--- src/rtl/core/cpt_pkg.sv ---
// Shared types and constants for the call pair profiler table.
package cpt_pkg;

    localparam int TABLE_ENTRIES_DEF = 64;
    localparam int ADDR_W            = 32;
    localparam int COUNT_W           = 32;
    localparam int SLOT_W            = 6;
    localparam int RD_IDX_W          = 6;
    localparam int OP_W              = 2;
    localparam int STATUS_W          = 2;
    localparam int S_TDATA_W         = 80;
    localparam int M_TDATA_W         = 40;

    typedef enum logic [OP_W-1:0] {
        OP_REGISTER = 2'd0,
        OP_RECORD   = 2'd1,
        OP_READ     = 2'd2
    } t_op;

    typedef enum logic [STATUS_W-1:0] {
        STAT_OK        = 2'd0,
        STAT_FULL      = 2'd1,
        STAT_NOT_FOUND = 2'd2
    } t_status;

    typedef enum logic [2:0] {
        S_IDLE,
        S_DISPATCH,
        S_SCAN,
        S_COUNT,
        S_DONE
    } t_state;

    // Search word that walks down the row of table cells.
    typedef struct packed {
        logic              vld;
        logic [ADDR_W-1:0] key_a;
        logic [ADDR_W-1:0] key_b;
        logic              hit_a;
        logic              hit_b;
    } t_probe;

    typedef struct packed {
        logic vld;
        logic incr;
    } t_cnt_req;

    typedef struct packed {
        logic busy;
        logic done;
    } t_cnt_rsp;

endpackage

--- src/rtl/core/cpt_cell.sv ---
// One address table cell: holds one entry and compares the passing search word.
module cpt_cell
    import cpt_pkg::*;
#(
    parameter int IDX_W    = 6,
    parameter int CELL_IDX = 0
) (
    input  logic              i_clk,
    input  logic              i_rst_n,
    input  logic              i_wr_en,
    input  logic [ADDR_W-1:0] i_wr_addr,
    input  t_probe            i_probe,
    input  logic [IDX_W-1:0]  i_idx_a,
    input  logic [IDX_W-1:0]  i_idx_b,
    output t_probe            o_probe,
    output logic [IDX_W-1:0]  o_idx_a,
    output logic [IDX_W-1:0]  o_idx_b
);

    logic              r_valid;
    logic [ADDR_W-1:0] r_entry;
    t_probe            r_probe;
    t_probe            n_probe;
    logic [IDX_W-1:0]  r_idx_a;
    logic [IDX_W-1:0]  r_idx_b;
    logic [IDX_W-1:0]  n_idx_a;
    logic [IDX_W-1:0]  n_idx_b;
    logic              w_match_a;
    logic              w_match_b;

    // stored entries are never zero, so a zero key never matches
    assign w_match_a = r_valid && (r_entry == i_probe.key_a);
    assign w_match_b = r_valid && (r_entry == i_probe.key_b);

    always_comb begin
        n_probe = i_probe;
        n_idx_a = i_idx_a;
        n_idx_b = i_idx_b;
        if (w_match_a && !i_probe.hit_a) begin
            n_probe.hit_a = 1'b1;
            n_idx_a       = IDX_W'(CELL_IDX);
        end
        if (w_match_b && !i_probe.hit_b) begin
            n_probe.hit_b = 1'b1;
            n_idx_b       = IDX_W'(CELL_IDX);
        end
    end

    always_ff @(posedge i_clk) begin
        if (!i_rst_n) begin
            r_valid     <= 1'b0;
            r_probe.vld <= 1'b0;
        end else begin
            if (i_wr_en) begin
                r_valid <= 1'b1;
            end
            r_probe.vld <= n_probe.vld;
        end
    end

    always_ff @(posedge i_clk) begin
        if (i_wr_en) begin
            r_entry <= i_wr_addr;
        end
        r_probe.key_a <= n_probe.key_a;
        r_probe.key_b <= n_probe.key_b;
        r_probe.hit_a <= n_probe.hit_a;
        r_probe.hit_b <= n_probe.hit_b;
        r_idx_a       <= n_idx_a;
        r_idx_b       <= n_idx_b;
    end

    assign o_probe = r_probe;
    assign o_idx_a = r_idx_a;
    assign o_idx_b = r_idx_b;

endmodule

--- config.mk ---
export PLATFORM = sky130hd
export DESIGN_NAME = cpt_cell
export DESIGN_NICKNAME = d
export VERILOG_FILES = /design/src/rtl/core/cpt_pkg.sv /design/src/rtl/core/cpt_cell.sv
export SDC_FILE = /design/constraint.sdc
export NUM_CORES = 1
export LEC_CHECK = 0
export BUFFER_PORTS_ARGS = -buffer_cell sky130_fd_sc_hd__clkbuf_2
export CORE_MARGIN = 2
export CORE_UTILIZATION = 30
export DETAILED_ROUTE_END_ITERATION = 12
export PLACE_DENSITY = 0.7
export SLEW_MARGIN = 20
export SYNTH_ARGS = -nofsm -noshare
export SYNTH_HDL_FRONTEND = slang
export SYNTH_SLANG_ARGS = --single-unit
--- constraint.sdc ---
create_clock -name i_clk -period 4.12 [get_ports i_clk]
set_clock_uncertainty 0.2 [all_clocks]
set_input_delay 0.412 -clock i_clk [delete_from_list [all_inputs] [get_ports i_clk]]
set_output_delay 0.412 -clock i_clk [all_outputs]
set_load 0.05 [all_outputs]
; After elaboration in Yosys (flattened, before gate mapping)
; Cells that the tools add are included.
[totals]
elab_cells = 17
mem_bits_rw = 0
reg_bits = 112
mem_count = 0
latchBits = 0
rom_bits = 0
input_bits = 114
[classes]
n_div = 0
bitwise = 0
n_eq_ne = 2
mul = 0
reduce_logical = 6
shift = 0
n_mux = 0
add_sub_neg = 0
n_lt_le_gt_ge = 0
[ops]
columns = operator, n
row1 = $eq 32x32->1, 2
row2 = $logic_and 1x1->1, 4
row3 = $logic_not 1->1, 2

; Longest topological paths before layout
[logic_depth]
ltp_word = 3
ltp_mapped = 4
ltp_nobuf = 4

; Least setup slack after synthesis
; No wires, ideal clock.
[synth_timing]
path_type = input-to-reg
start = input port i_probe[11] (netlist name)
end = register r_idx_b[0], in the netlist o_idx_b[0]
cell_stages = 4
t_required_ns = 3.800
arrival_time_ns = 1.375
slack_ns = 2.425
n_path_buf = 0
setup_ns = 0.120
path_cell_list = xor2_1 -> nor4_1 -> nand4_1 -> o31a_1
[synth_via]
elab_chain_len = 3
[synth_lines]
columns = element, line_no
row1 = start: declaration, cpt_cell.sv:12  ; input t_probe i_probe,
row2 = $eq 32x32->1, cpt_cell.sv:33  ; assign w_match_b = r_valid && (r_entry == i_probe.key_b);
row3 = $logic_and 1x1->1, cpt_cell.sv:33
row4 = $logic_and 1x1->1, cpt_cell.sv:43  ; if (w_match_b && !i_probe.hit_b) begin
row5 = end signal: assignment, cpt_cell.sv:70  ; r_idx_b <= n_idx_b;
row6 = end: declaration, cpt_cell.sv:25  ; logic [IDX_W-1:0] r_idx_b;
; Every way passes these cells.
; A chain may end at the register's enable or synchronous reset.

; Worst setup path after layout
[layout_timing]
start = input port i_probe[9] (netlist name)
end = register r_idx_b[3], in the netlist o_idx_b[3]
; The elaborated chain is that of the path after synthesis.

==> impl_results.md <==
* XOR/XNOR share of the synthesized area at 15.56%
* Max-Cap Viols at 0
* Global-route usage over all layers at 15.92%
* Reg2reg end: o_idx_b[3]$_SDFF_PP0_
* Initial antenna violation count at 0
* R2R cell count at 4
* Gr ovfl total at 0
* Drt first pass iters at 4
* Crit. path cell count at 6
* Seq pwr share at 49.7%
* Post-CTS sizing at 0
* Starting DRT DRC Count at 99
* Layout Cells excl Fill at 635
* Die ar. at 12320 sq um
* DRC viols at 0
* P_int at 1.833 mW
* Comb pwr share at 16.0%
* Sequential area share after synthesis at 74.64%
* Status: finished, final reports clean
* Dpl hpwl at 6.993 mm
* Slew @ Worst Pin at 923.7 ps
* Filler instances at 977
* Area growth syn-to-layout at 59.51%
* I/O pin count at 193
* Number of H-tree levels at 3
* Most common cell after layout, fill and taps aside: clkbuf_2
* Largest family of logic cells by synthesized area: XOR/XNOR gates
* Worst Hold Slack at 11.61 ps
* Synth Cell Area at 3433 sq um
* Starting Density at 30.46%
* GPL Wtd Cong at 0.7853
* Pwr per Cell Area at 455.3 nW/um^2
* Peak Freq at 393.2 MHz
* Required @ worst endpoint at 4150 ps
* Psw at 0.6607 mW
* Power Total at 2.494 mW
* Clock transition at the registers of the reported paths at 70 ps
* First-pass GRT wire length at 14.83 mm
* Worst setup SP type: input pin
* Synth Area in Compound Gates at 4.155%
* Share of cells above drive strength 1 at 42.68%
* Most frequent cells in the layout: clkbuf_2, dfxtp_1, dlygate4sd3_1, xnor2_1, edfxtp_1
* Worst hold stages at 1
* Largest net degree at the start of global routing at 34
* Placed insts at 559
* CP bufs+invs at 2
* Critical path type: input pin to flop
* Clock buffer depth at 2
* Minimum clock period at 2543 ps
* Final setup viols at 0
* Total number of vias at 2655
* Diode count at 0
* Sum Neg Setup Slack at 0 ps
* CTS tree: yes
* Ys Warns at 0
* Rows at 39
* Nets@finish at 601
* Routed len/inst at 15.09 um
* Total Wirelength at 9.582 mm
* Synth cell types at 20
* Core footprint at 11270 sq um
* Switch share at 26.49%
* Final ANT Viol Nets at 0
* RSZ-0062 raised after global routing: no
* Syn_nets at 338
* R2r setup slk at 1880 ps
* Leakage at 2.472 nW
* Setup bufs post-CTS at 0
* Mean number of vias per cell at 4.181
* Clk Latency, worst-skew pair at 340 ps
* Die Wd at 111.0 um
* Root Buffer: clkbuf_16
* Synth Area in Simple Gates at 4.555%
* Slowest cell on the critical path: dlygate4sd3_1
* Worst R2R Start: r_entry[7]$_DFFE_PP_
* Max transition margin at 38.42%
* Mapped Avg Cell Area at 15.33 sq um
* Buffers on Ports at 192
* Max stage delay on crit path at 530 ps
* Mux share of post-synthesis cell area at 0%
* Cell chain of the critical path: dlygate4sd3_1 > clkbuf_2 > xor2_1 > nor4_1 > nand4_1 > o31a_1
* Crit Path Max Fanout at 7
* Mapped Cells at 224
* Worst Min Path Start: i_probe[31]
* Hold path endpoint: o_probe[31]$_DFF_P_
* Clock share of power at 34.4%
* Die H at 111.0 um
* Hold WC Path Type: input pin to flop
* Adder-cell share of the synthesized area at 0%
* Crit path DAT at 2580 ps
* Max rail drop VDD at 282.4 uV
* Total CTS buffers at 9
* Final Cycle Share at 61.73%
* Slew Limit Fails at 0
* CTS Sinks at 112
* Top delay family on crit path: simple AND/OR/NAND/NOR gates
* Vias in the first global route at 2980
* Worst Setup End Kind: flop
* Hold Violations, Final at 0
* #FFs+latches synth at 112
* Hold_buf cts at 59
[Yosys cell counts, drive strengths merged]
cell | number | area (sq um)
dfxtp | 80 | 1602
xnor2 | 34 | 297.8
edfxtp | 32 | 960.9
xor2 | 27 | 236.5
inv | 10 | 37.54
nand4 | 10 | 62.56
nor4 | 8 | 62.56
a31oi | 6 | 37.54
o31a | 6 | 52.55
o21a | 2 | 15.01
a222oi | 1 | 10.01
a31o | 1 | 8.760
and2 | 1 | 6.260
nand2b | 1 | 6.260
nand3b | 1 | 7.510
nor2b | 1 | 6.260
nor3 | 1 | 5.000
o2111a | 1 | 11.26
o31ai | 1 | 7.510
[how the worst max path moves through the flow]
stage / from / end / slack [ps]
floorplan: i_probe[11] / o_idx_b[0]$_SDFF_PP0_ / 2430
global placement: i_probe[30] / o_idx_b[5]$_SDFF_PP0_ / 1780
detailed placement: i_probe[30] / o_idx_b[3]$_SDFF_PP0_ / 1750
CTS: i_probe[30] / o_idx_b[3]$_SDFF_PP0_ / 1560
global route: i_probe[9] / o_idx_b[1]$_SDFF_PP0_ / 1500
finish: i_probe[9] / o_idx_b[3]$_SDFF_PP0_ / 1580
[flip-flops by register name, indices dropped and copies added (netlist names)]
register,cells
o_idx_a,6
o_idx_b,6
o_probe,67
r_entry,32
r_valid,1
[per-layer routing]
metal / vias to the layer above / wire length (um) / GRT usage (%)
li1: 1306 / - / -
met3: 22 / 631 / 5.467
met1: 1202 / 3851 / 17.75
met5: - / 0 / 0
met4: 0 / 281 / 6.250
met2: 125 / 4817 / 27.89
[logic make-up after synthesis]
group	after synthesis
xor+xnor	61
flops	112
buf+inv	10
compound gates	18
simple gates	23
[layout make-up]
class	count	area [sq um]	share of cell area, %
well taps	143	178.9	3.267
inverters	10	37.54	0.6854
repair buffers	252	1562	28.51
multi-input cells	102	833.3	15.22
flip-flops and latches	112	2562	46.79
clock buffers	12	277.8	5.072
clock inverters	4	25.02	0.4569
[power groups by stage]
stage | combinational, mW | sequential [mW] | clock (mW)
after floorplan | 0.0741 | 1.40 | 0
after global placement | 0.352 | 1.26 | 0
after detailed placement | 0.355 | 1.26 | 0
after CTS | 0.400 | 1.24 | 0.877
after global routing | 0.424 | 1.24 | 0.923
final | 0.399 | 1.24 | 0.857
[per-stage QoR]
stage	utilization [%]	area (sq um)	setup slack, ps
2_1_floorplan	-	3433	2425
3_3_place_gp	40.57	4573	1785
3_5_place_dp	40.57	4573	1749
4_1_cts	48.50	5466	1555
5_1_grt	48.58	5477	1502
6_report	48.58	5477	1577
Note: power is estimated with default switching activity, not from simulation.
